==> src/twus_pkg.sv <==
// Package for the tile word unpack / scatter block.
// Holds widths, limits, register indexes, controller state type and the
// command / status structs shared by the controller, datapath and top level.
package twus_pkg;

   // Limits of the tile geometry
   localparam int TILE_DIM_MAX = 4096;
   localparam int LEVELS_MAX   = 256;

   // Channel widths
   localparam int REQ_DATA_W = 40;   // data_byte, tile_col, tile_row
   localparam int RSP_DATA_W = 184;  // 177 field bits padded to whole bytes
   localparam int CSR_IDX_W  = 3;
   localparam int CSR_DATA_W = 32;

   // Field widths
   localparam int POS_W   = 13;   // in-tile column / row and tile sizes
   localparam int LEV_W   = 9;    // level counter, stops at LEVELS_MAX
   localparam int GXY_W   = 30;   // tile index times tile size plus offset
   localparam int ADDR_W  = 40;
   localparam int RAW_W   = 33;
   localparam int SCL_W   = 64;

   // Configuration register indexes
   typedef enum logic [CSR_IDX_W-1:0] {
      REG_WORD_BYTES   = 3'd0,
      REG_WORD_FORMAT  = 3'd1,
      REG_TILE_WIDTH   = 3'd2,
      REG_TILE_HEIGHT  = 3'd3,
      REG_BORDER_WIDTH = 3'd4,
      REG_GRID_WIDTH   = 3'd5,
      REG_GRID_HEIGHT  = 3'd6,
      REG_SCALE_Q16    = 3'd7
   } csr_index_type;

   // Controller states
   typedef enum logic [2:0] {
      ST_IDLE,   // take bytes; a word-completing byte starts the sequence
      ST_PROD,   // global position, scale and level products
      ST_SUM,    // grid bound check, level row plus global row
      ST_ADDR,   // row index times grid width
      ST_EMIT    // final add, load result register
   } ctrl_state_type;

   // Controller to datapath
   typedef struct packed {
      logic accept;    // input transaction this cycle
      logic prod;
      logic sum;
      logic addr;
      logic load;      // load result register
   } dp_cmd_type;

   // Datapath to controller
   typedef struct packed {
      logic word_done; // byte on the input completes a word
      logic keep;      // current word gives a result
      logic out_free;  // result register can take a new transaction
   } dp_status_type;

endpackage

==> src/twus_ctrl.sv <==
// Controller state machine of the tile word unpack / scatter block.
// Depends on twus_pkg; drives datapath commands from its status.
module twus_ctrl (
   input  logic                   clock,
   input  logic                   reset,
   input  logic                   req_tvalid,
   output logic                   req_tready,
   input  twus_pkg::dp_status_type status,
   output twus_pkg::dp_cmd_type    cmd
);
   import twus_pkg::*;

   ctrl_state_type state_ff, state_in;

   // State register
   always_ff @(posedge clock) begin
      if (reset) begin
         state_ff <= ST_IDLE;
      end else begin
         state_ff <= state_in;
      end
   end

   // Next state
   always_comb begin
      state_in = state_ff;
      unique case (state_ff)
         ST_IDLE: begin
            if (req_tvalid && status.word_done) state_in = ST_PROD;
         end
         ST_PROD: state_in = ST_SUM;
         ST_SUM:  state_in = ST_ADDR;
         ST_ADDR: state_in = ST_EMIT;
         ST_EMIT: begin
            if (!status.keep || status.out_free) state_in = ST_IDLE;
         end
         default: state_in = ST_IDLE;
      endcase
   end

   // Outputs
   always_comb begin
      req_tready = 1'b0;
      cmd        = '0;
      unique case (state_ff)
         ST_IDLE: begin
            req_tready = 1'b1;
            cmd.accept = req_tvalid;
         end
         ST_PROD: cmd.prod = 1'b1;
         ST_SUM:  cmd.sum  = 1'b1;
         ST_ADDR: cmd.addr = 1'b1;
         ST_EMIT: cmd.load = status.keep && status.out_free;
         default: cmd = '0;
      endcase
   end

endmodule

==> config.mk <==
export PLATFORM = sky130hd
export DESIGN_NAME = twus_ctrl
export DESIGN_NICKNAME = d
export VERILOG_FILES = /design/src/twus_pkg.sv /design/src/twus_ctrl.sv
export SDC_FILE = /design/constraint.sdc
export NUM_CORES = 1
export LEC_CHECK = 0
export ABC_AREA = 0
export BUFFER_PORTS_ARGS = -buffer_cell sky130_fd_sc_hd__buf_2
export CAP_MARGIN = 10
export CORE_AREA = 2 2 39 41
export CTS_CLUSTER_SIZE = 12
export DETAILED_ROUTE_END_ITERATION = 8
export DIE_AREA = 0 0 41 43
export HOLD_SLACK_MARGIN = 0.12
export PLACE_DENSITY = 0.3
export SKIP_LAST_GASP = 1
export SLEW_MARGIN = 25
export SYNTH_ARGS = -nofsm -noshare
export SYNTH_HDL_FRONTEND = slang
export SYNTH_SLANG_ARGS = --single-unit
==> constraint.sdc <==
create_clock -name clock -period 1.74 [get_ports clock]
set_clock_uncertainty 0.15 [all_clocks]
set_input_delay 0.174 -clock clock [delete_from_list [all_inputs] [get_ports clock]]
set_output_delay 0.174 -clock clock [all_outputs]
set_load 0.01 [all_outputs]
# == Yosys cells after proc, flatten, opt, wreduce, memory -nomap -nowiden ==
# Index checks and enable logic that the tools add are counted.
# op_classes
n_eq_ne,6
muxes,9
reduce_logical,6
# op_table
operator,count
$pmux 3 s5,1
$eq 3x2->1 const B,2
$mux 1,6
$mux 3,2
$ne 2x2->1 const B,2
$eq 3x1->1 const B,1
$eq 3x3->1 const B,1
$logic_not 3->1,1
$logic_and 1x1->1,2
$reduce_and 2->1,1
$logic_not 1->1,1
$logic_or 1x1->1,1
# word_totals
reg_bits,3
input_bits,6
output_inout_bits,6
word_cells,22

# == Logic depth before layout (Yosys ltp) ==
# Gate-level depths: netlist (run 1).
# logic_depth
ltp_word,4
mapped_depth,2
ltp_nobuf,2

# == Worst setup path before layout (run 1) ==
# Ideal clock, no wire load.
# synth_timing
path_kind,reg-to-output
from,register state_ff[1]
to,output port cmd[4] (netlist name)
t_arrival_ps,919
t_required_ps,1416
setup_slack_ps,497
path_stages_with_launch,3
path_buffers,0
path_cell_list,dfxtp_1 nor3_1 and2_1
# synth_lines
element,line_no,source
start: declaration,twus_ctrl.sv:13,"ctrl_state_type state_ff, state_in;"
start signal: assignment,twus_ctrl.sv:20,state_ff <= state_in;
end: declaration,twus_ctrl.sv:9,output twus_pkg::dp_cmd_type cmd

# == Worst setup path in the final report (run 1) ==
# layout_timing
from,input port reset
to,register state_ff[0]
# layout_lines
element,line_no,source
start: declaration,twus_ctrl.sv:5,"input logic reset,"
# No word-level cell between the ends.

==> results of run 1 <==
-- cells in the mapped netlist, drive strengths merged --
cell type	n	area [um2]
dfxtp	3	60.1
and2	2	12.5
nor3	2	10.0
nor3b	2	15.0
a21oi	1	5.00
a22o	1	8.76
and3b	1	8.76
and4bb	1	12.5
buf	1	7.51
inv	1	3.75
nor2	1	3.75
nor4	1	6.26
xnor2	1	8.76
-- critical path, delay by kind of cell --
family                 cells  cell delay [ns]
buffers and inverters      3             1.25
AND/OR/NAND/NOR            1             0.23
-- layer usage --
metal / track usage [%] / part of all wire [%] / up-vias
li1: - / - / 97
met5: 0 / 0 / -
met2: 11.3 / 65 / 1
met3: 1.57 / 2.6 / 2
met4: 10.0 / 2.1 / 0
met1: 4.47 / 30 / 91
-- cell families after synthesis --
group	share of synthesized area, %
buffers and inverters	6.92
and+or+nand+nor	42.3
AOI/OAI and AO/OA	8.46
xor gates and xnor gates	5.39
DFF	36.9
-- final timing paths --
kind	from	end	depth (start not counted)
worst min register to register	state_ff[2]	state_ff[1]	1
worst max-delay path	reset	state_ff[0]	4
worst max register to register	state_ff[1]	state_ff[0]	3
worst min-delay path	status[0]	state_ff[2]	3
-- report_power, final --
| group | switching [uW] | internal (uW) | leakage [uW] |
|---|---|---|---|
| combinational | 20.4 | 27.3 | 0.0000956 |
| clock | 36.6 | 86.0 | 0.0000150 |
| sequential | 7.97 | 74.1 | 0.0000245 |
-- through the flow --
step	util, %	worst slack (ns)	cell area, um2
after floorplan	-	0.497	163
after global placement	16.6	0.451	230
after detailed placement	16.6	0.464	230
after CTS	20.0	0.147	277
after global routing	20.0	0.0371	277
final	20.0	0.108	277
-- area by class of cell --
cell class | count | share of cell area, %
Multi-Input combinational cell | 13 | 33.0
Timing Repair Buffer | 13 | 27.1
Sequential cell | 3 | 21.7
Clock buffer | 4 | 9.50
Tap cell | 16 | 7.24
Inverter | 1 | 1.36
-- what timing repair did --
item                      4_1_cts  5_1_grt
hold buffers                    2        0
hold endpoints to repair        3        0
setup buffers                   0        0
==> reports/metrics.yaml, run 1 <==
cts-root-buf: "clkbuf_4"
vias: 191
die_area_um2: 1760
largest_registers: "state_ff x3"
fillers: 160
syn_nets: 24
io_pins: 12
grt_pass1_vias: 223
drt-total-wl_um: 423
grt_overflow: 0
postSynthAreaPerCell_um2: 9.04
crit_type: "primary input to register"
regToRegSetupSlack_ns: 0.29
drc_errors: 0
setup_viol: 0
grt_usage_pct: 6.81
fmax_mhz: 613
slowest_stage: "dlygate4sd3_1"
num_rows: 14
outcome: "finished clean"
rsz0062_at_grt: "no"
clk_pin_slew_ns: 0.04
critPathArrivalTime_ns: 1.66
h-tree-depth: 1
final_cells: 50
netlist_area_um2: 163
hp-class: "primary input to register"
period_minus_slack_ns: 1.63
grt_max_degree: 8
cts_buffer_depth: 2
final_cell_mix: "11 x buf_2, 3 x clkbuf_4, 3 x dfxtp_1"
largest_reg_flops: 3
required_ns: 1.76
finalSetupTns_ns: 0
slew_headroom_pct: 84.6
registers.top_by_ff_count: "state_ff"
placed_cells: 44
antenna_found_initial: 0
min_period_over_period_pct: 93.8
drt-pass1-iter-count: 1
routed_via_density: 3.82
layout-drive-gt1-share_pct: 44.1
cts_buffers: 3
cts_tree: "built"
final_nets: 41
worst_setup_path_end_kind: "register"
fp.dieW_um: 41
total_power_uw: 252
hold_ws_ns: 0.153
regArea_um2: 60.1
grt_pass1_wl_um: 745
crit_fanout: 4
synth_seq_cells: 3
gp_congestion: 0.671
postSynthCellCount: 18
hold_violations: 0
avgRoutedWirePerCell_um: 8.46
detailedRoute.firstIterationViolations: 0
ctsResizeCount: 0
syn2layout_area_growth_pct: 70.0
startpoint_type: "primary input"
power_density_nw_per_um2: 913
start_util_pct: 11.8
clock_latency_ns: 0.23
path_cells: "dlygate4sd3_1, buf_2, nor4_1, dlygate4sd3_1"
multi_input_area_um2: 91.3
final_common_cell: "buf_2"
antenna_cells: 0
worst_slew_pin_slew_ns: 0.229
hpwlAfterDp_um: 326
fp.dieH_um: 43
yosys_warnings: 0
cap_violations: 0
ys_seq_area_share_pct: 36.9
cpMostUsedCell: "dlygate4sd3_1"
synth_cell_types: 13
antenna_left: 0
port-buffer-count: 11
peakVddDrop_uv: 102
report.final.slew_viol_count: 0
p_leak_uw: 0.000135
core_um2: 1380
cp_slowest_stage_delay_ns: 0.58
cts_sinks: 3
Note: power is estimated with default switching activity, not from simulation.
==> inputs of run 2 (changes only) <==
--- a/config.mk
+++ b/config.mk
@@ -12,8 +12,10 @@
 export CTS_CLUSTER_SIZE = 12
 export DETAILED_ROUTE_END_ITERATION = 8
 export DIE_AREA = 0 0 41 43
+export GPL_TIMING_DRIVEN = 0
 export HOLD_SLACK_MARGIN = 0.12
 export PLACE_DENSITY = 0.3
+export RECOVER_POWER = 100
 export SKIP_LAST_GASP = 1
 export SLEW_MARGIN = 25
 export SYNTH_ARGS = -nofsm -noshare
==> reports/metrics.yaml, run 2 (synthesis results as in run 1) <==
ctsResizeCount: 0  # unchanged
hp-class: "primary input to register"
p_leak_uw: 0.000116  # -14%
clk_pin_slew_ns: 0.04  # about the same
registers.top_by_ff_count: "state_ff"
h-tree-depth: 1  # unchanged
cts_buffers: 3  # unchanged
hold_ws_ns: 0.152  # -0.000611 ns
final_nets: 42  # +2.4%
grt_usage_pct: 6.12  # -0.70 points
detailedRoute.firstIterationViolations: 3  # +3
vias: 185  # -3.1%
final_cell_mix: "7 x clkbuf_1, 5 x buf_2, 3 x clkbuf_4, 3 x dfxtp_1"
cts_setup_buffers: 0  # unchanged
power_density_nw_per_um2: 903  # -1.0%
fillers: 157  # -1.9%
crit_fanout: 7  # +3
port-buffer-count: 11  # unchanged
placed_cells: 45  # +2.3%
syn2layout_area_growth_pct: 70.0  # unchanged
finalSetupTns_ns: 0  # unchanged
hold_violations: 0  # unchanged
startpoint_type: "register"
drt-total-wl_um: 437  # +3.3%
routed_via_density: 3.63  # -5.0%
layout-drive-gt1-share_pct: 28.6  # -16 points
min_period_over_period_pct: 87.3  # -6.5 points
rsz0062_at_grt: "no"
cap_violations: 0  # unchanged
cp_slowest_stage_delay_ns: 0.42  # -0.16 ns
report.final.slew_viol_count: 0  # unchanged
period_minus_slack_ns: 1.52  # -0.113 ns
largest_registers: "state_ff x3"
core_um2: 1380  # unchanged
drc_errors: 0  # unchanged
io_pins: 12  # unchanged
final_core_util_pct: 20.0  # unchanged
grt_overflow: 0  # unchanged
grt_pass1_vias: 211  # -5.4%
setup_viol: 0  # unchanged
regArea_um2: 60.1  # unchanged
cts_sinks: 3  # unchanged
antenna_left: 0  # unchanged
die_area_um2: 1760  # unchanged
antenna_cells: 0  # unchanged
worst_slew_pin_slew_ns: 0.208  # -0.0213 ns
critPathArrivalTime_ns: 1.19  # -0.47 ns
outcome: "finished clean"
antenna_found_initial: 0  # unchanged
largest_reg_flops: 3  # unchanged
fp.dieW_um: 41  # unchanged
fp.dieH_um: 43  # unchanged
multi_input_area_um2: 91.3  # unchanged
worst_setup_path_end_kind: "primary output"
peakVddDrop_uv: 102  # -0.76%
fmax_mhz: 659  # +7.5%
required_ns: 1.42  # -0.34 ns
clock_latency_ns: 0.23  # about the same
cts-root-buf: "clkbuf_4"
drt-pass1-iter-count: 2  # +1
crit_type: "register to primary output"
avgRoutedWirePerCell_um: 8.57  # +1.3%
hpwlAfterDp_um: 329  # +1.0%
cts_tree: "built"
start_util_pct: 11.8  # unchanged
grt_max_degree: 8  # unchanged
final_common_cell: "clkbuf_1"
cts_buffer_depth: 2  # unchanged
crit_buf_inv: 1  # -2
gp_congestion: 0.638  # -4.9%
final_cells: 51  # +2.0%
slowest_stage: "dfxtp_1"
critPathTopFamily: "simple AND/OR/NAND/NOR gates"
slew_headroom_pct: 86.1  # +1.5 points
num_rows: 14  # unchanged
grt_pass1_wl_um: 717  # -3.8%
path_cells: "and4bb_2, and2_1, clkbuf_1"
run 2: tightest hold or removal path, stage by stage:
cell	delay (ns)
buf_2	0.10
a21oi_1	0.15
nor4_1	0.05
run 2: worst paths after layout:
path | slack, ns | start | end | cells past startpoint
worst max-delay path | 0.22 | state_ff[0] | cmd[0] | 3
worst min register to register | 0.40 | state_ff[2] | state_ff[1] | 1
worst max register to register | 0.61 | state_ff[2] | state_ff[2] | 2
worst min-delay path | 0.15 | req_tvalid | state_ff[0] | 3
run 2: per-layer routing:
| metal | up-vias | GRT usage (%) | part of all wire, % |
|---|---|---|---|
| met3 | 0 | 1.57 | 0 |
| met1 | 87 | 4.17 | 37 |
| li1 | 97 | - | - |
| met2 | 1 | 11.3 | 62 |
| met4 | 0 | 6.00 | 0 |
| met5 | - | 0 | 0 |
run 2: cell type report:
type,instances,area share (%)
timing repair buffer,13,24.4
multi-input combinational,13,33.0
buffer,1,2.71
clock buffer,4,9.50
inverter,1,1.36
sequential,3,21.7
tap,16,7.24
run 2: timing repair:
item | CTS | global route
endpoints found under the setup margin | 0 | 0
hold endpoints to repair | 3 | 0
hold buffers | 2 | 0
run 2: power by group:
group | internal, uW | switching [uW]
logic | 24.1 | 20.7
registers | 74.1 | 8.14
clock network | 86.0 | 36.6
run 2: stage by stage:
stage | worst slack (ns) | area, um2 | power (uW)
4_1_cts | 0.198 | 284 | 261
5_1_grt | 0.112 | 277 | 272
6_report | 0.222 | 277 | 250
3_3_place_gp | 0.443 | 238 | 128
3_5_place_dp | 0.461 | 238 | 128
2_1_floorplan | 0.497 | 163 | 107
==> inputs of run 3 (changes only) <==
==> constraint.sdc (replaced) <==
create_clock -name clock -period 1.74 [get_ports clock]
set_clock_uncertainty 0.15 [all_clocks]
set_input_delay 0 -clock clock [delete_from_list [all_inputs] [get_ports clock]]
set_output_delay 0 -clock clock [all_outputs]
set_load 0.01 [all_outputs]
==> reports/metrics.yaml, run 3 (synthesis results as in run 1) <==
registers.top_by_ff_count: "state_ff"
finalSetupTns_ns: 0  # unchanged
core_um2: 1380  # unchanged
syn2layout_area_growth_pct: 91.5
clock_latency_ns: 0.23  # about the same
path_cells: "and3b_1, a22o_1, dlygate4sd3_1"
start_util_pct: 11.8  # unchanged
grt_overflow: 0  # unchanged
regToRegSetupSlack_ns: 0.05  # -0.56 ns
die_area_um2: 1760  # unchanged
power_density_nw_per_um2: 829  # -8.2%
r2r-end: "state_ff[2]"
startpoint_type: "register"
drc_errors: 0  # unchanged
crit_end: "state_ff[2]"
final_core_util_pct: 22.5  # +2.5 points
rsz0062_at_grt: "no"
worst_setup_path_end_kind: "register"
fp.dieW_um: 41  # unchanged
required_ns: 1.70  # +0.28 ns
h-tree-depth: 1  # unchanged
cts-root-buf: "clkbuf_4"
cts_sinks: 3  # unchanged
startpoint: "state_ff[2]"
fp.dieH_um: 43  # unchanged
setup_viol: 0  # unchanged
grt_pass1_wl_um: 786  # +9.6%
drt-total-wl_um: 460  # +5.3%
routed_via_density: 3.63  # about the same
detailedRoute.firstIterationViolations: 3  # unchanged
largest_registers: "state_ff x3"
critPathArrivalTime_ns: 1.65  # +0.46 ns
final_nets: 45  # +7.1%
report.final.slew_viol_count: 0  # unchanged
vias: 196  # +5.9%
grt_pass1_vias: 234  # +11%
cts_buffers: 3  # unchanged
r2r_start: "state_ff[2]"
num_rows: 14  # unchanged
drt-pass1-iter-count: 2  # unchanged
final_cell_mix: "7 x buf_2, 5 x clkbuf_1, 5 x dlygate4sd3_1"
peakVddDrop_uv: 103  # +1.1%
cts_tree: "built"
clk_pin_slew_ns: 0.04  # about the same
min_period_over_period_pct: 97.2  # +10 points
cts_buffer_depth: 2  # unchanged
antenna_cells: 0  # unchanged
antenna_left: 0  # unchanged
io_pins: 12  # unchanged
crit_fanout: 7  # unchanged
port-buffer-count: 11  # unchanged
period_minus_slack_ns: 1.69  # +0.173 ns
gp_congestion: 0.638  # unchanged
worst_slew_pin_slew_ns: 0.207  # -0.000174 ns
final_common_cell: "buf_2"
cp_slowest_stage_delay_ns: 0.55  # +0.13 ns
avgRoutedWirePerCell_um: 8.52  # -0.58%
outcome: "finished clean"
layout-drive-gt1-share_pct: 36.8  # +8.3 points
grt_usage_pct: 6.62  # +0.50 points
p_leak_uw: 0.000138  # +19%
cap_violations: 0  # unchanged
worstHoldStart: "req_tvalid"
cts_setup_buffers: 0  # unchanged
fmax_mhz: 591  # -10%
slowest_stage: "dlygate4sd3_1"
crit_type: "register to register"
largest_reg_flops: 3  # unchanged
grt_max_degree: 8  # unchanged
hp-class: "primary input to primary output"
antenna_found_initial: 0  # unchanged
hpwlAfterDp_um: 329  # unchanged
hold_violations: 0  # unchanged
slew_headroom_pct: 86.1  # about the same
r2r_cells: 3  # +1
## run 3: cell types whose count changed in the layout (fill, tap and decap cells not counted)
cell           change
dfxtp_1            -2
clkbuf_1           -2
dfxtp_2            +2
dlygate4sd3_1      +3
buf_2              +2
## run 3: power by group
group / switching [uW] / internal [uW] / leakage (uW) / total (uW)
combinational: 21.4 / 30.4 / 0.0000980 / 51.8
clock: 37.0 / 86.0 / 0.0000150 / 123
sequential: 8.13 / 75.2 / 0.0000253 / 83.3
## run 3: area by class of cell
| cell class | count | area (um2) |
|---|---|---|
| Fill cell | 153 | 1070 |
| Tap cell | 16 | 20.0 |
| Clock buffer | 4 | 26.3 |
| Timing Repair Buffer | 16 | 100 |
| Buffer | 1 | 7.51 |
| Inverter | 1 | 3.75 |
| Sequential cell | 3 | 62.6 |
| Multi-Input combinational cell | 13 | 91.3 |
## run 3: per-stage QoR
stage | hold WS (ns) | cells | setup slack (ns) | area [um2] | total power, uW
2_1_floorplan | -0.0733 | 18 | 0.671 | 163 | 107
6_report | 0.154 | 54 | 0.0483 | 312 | 258
5_1_grt | 0.211 | 54 | 0.00431 | 312 | 281
4_1_cts | 0.153 | 54 | 0.0671 | 314 | 268
3_5_place_dp | 0.0782 | 45 | 0.613 | 238 | 128
3_3_place_gp | 0.0744 | 45 | 0.601 | 238 | 128
## run 3: what timing repair did
item                                    4_1_cts  5_1_grt
endpoints found under the setup margin        0        1
hold endpoints to repair                      3        0
hold buffers                                  5        0
resized for setup                             0        2
## run 3: worst max-delay path, delay by kind of cell, from the launching register on
family / cells / cell delay (ns)
buffers and inverters: 1 / 0.55
AOI/OAI and AO/OA: 1 / 0.23
and+or+nand+nor: 1 / 0.22
DFF: 1 / 0.43
## run 3: worst min path at each step
| stage | endpoint | cells after the start |
|---|---|---|
| after floorplan | state_ff[1] | 1 |
| after global placement | state_ff[1] | 2 |
| after detailed placement | state_ff[1] | 2 |
| after CTS | cmd[4] | 3 |
| after global routing | cmd[4] | 3 |
| final | cmd[4] | 3 |
## run 3: routing by layer
layer | wire length, um | GRT usage [%] | vias up
met3 | 0 | 1.57 | 0
met5 | 0 | 0 | -
met1 | 169 | 5.13 | 92
met4 | 0 | 6.67 | 0
met2 | 290 | 11.6 | 1
li1 | - | - | 103
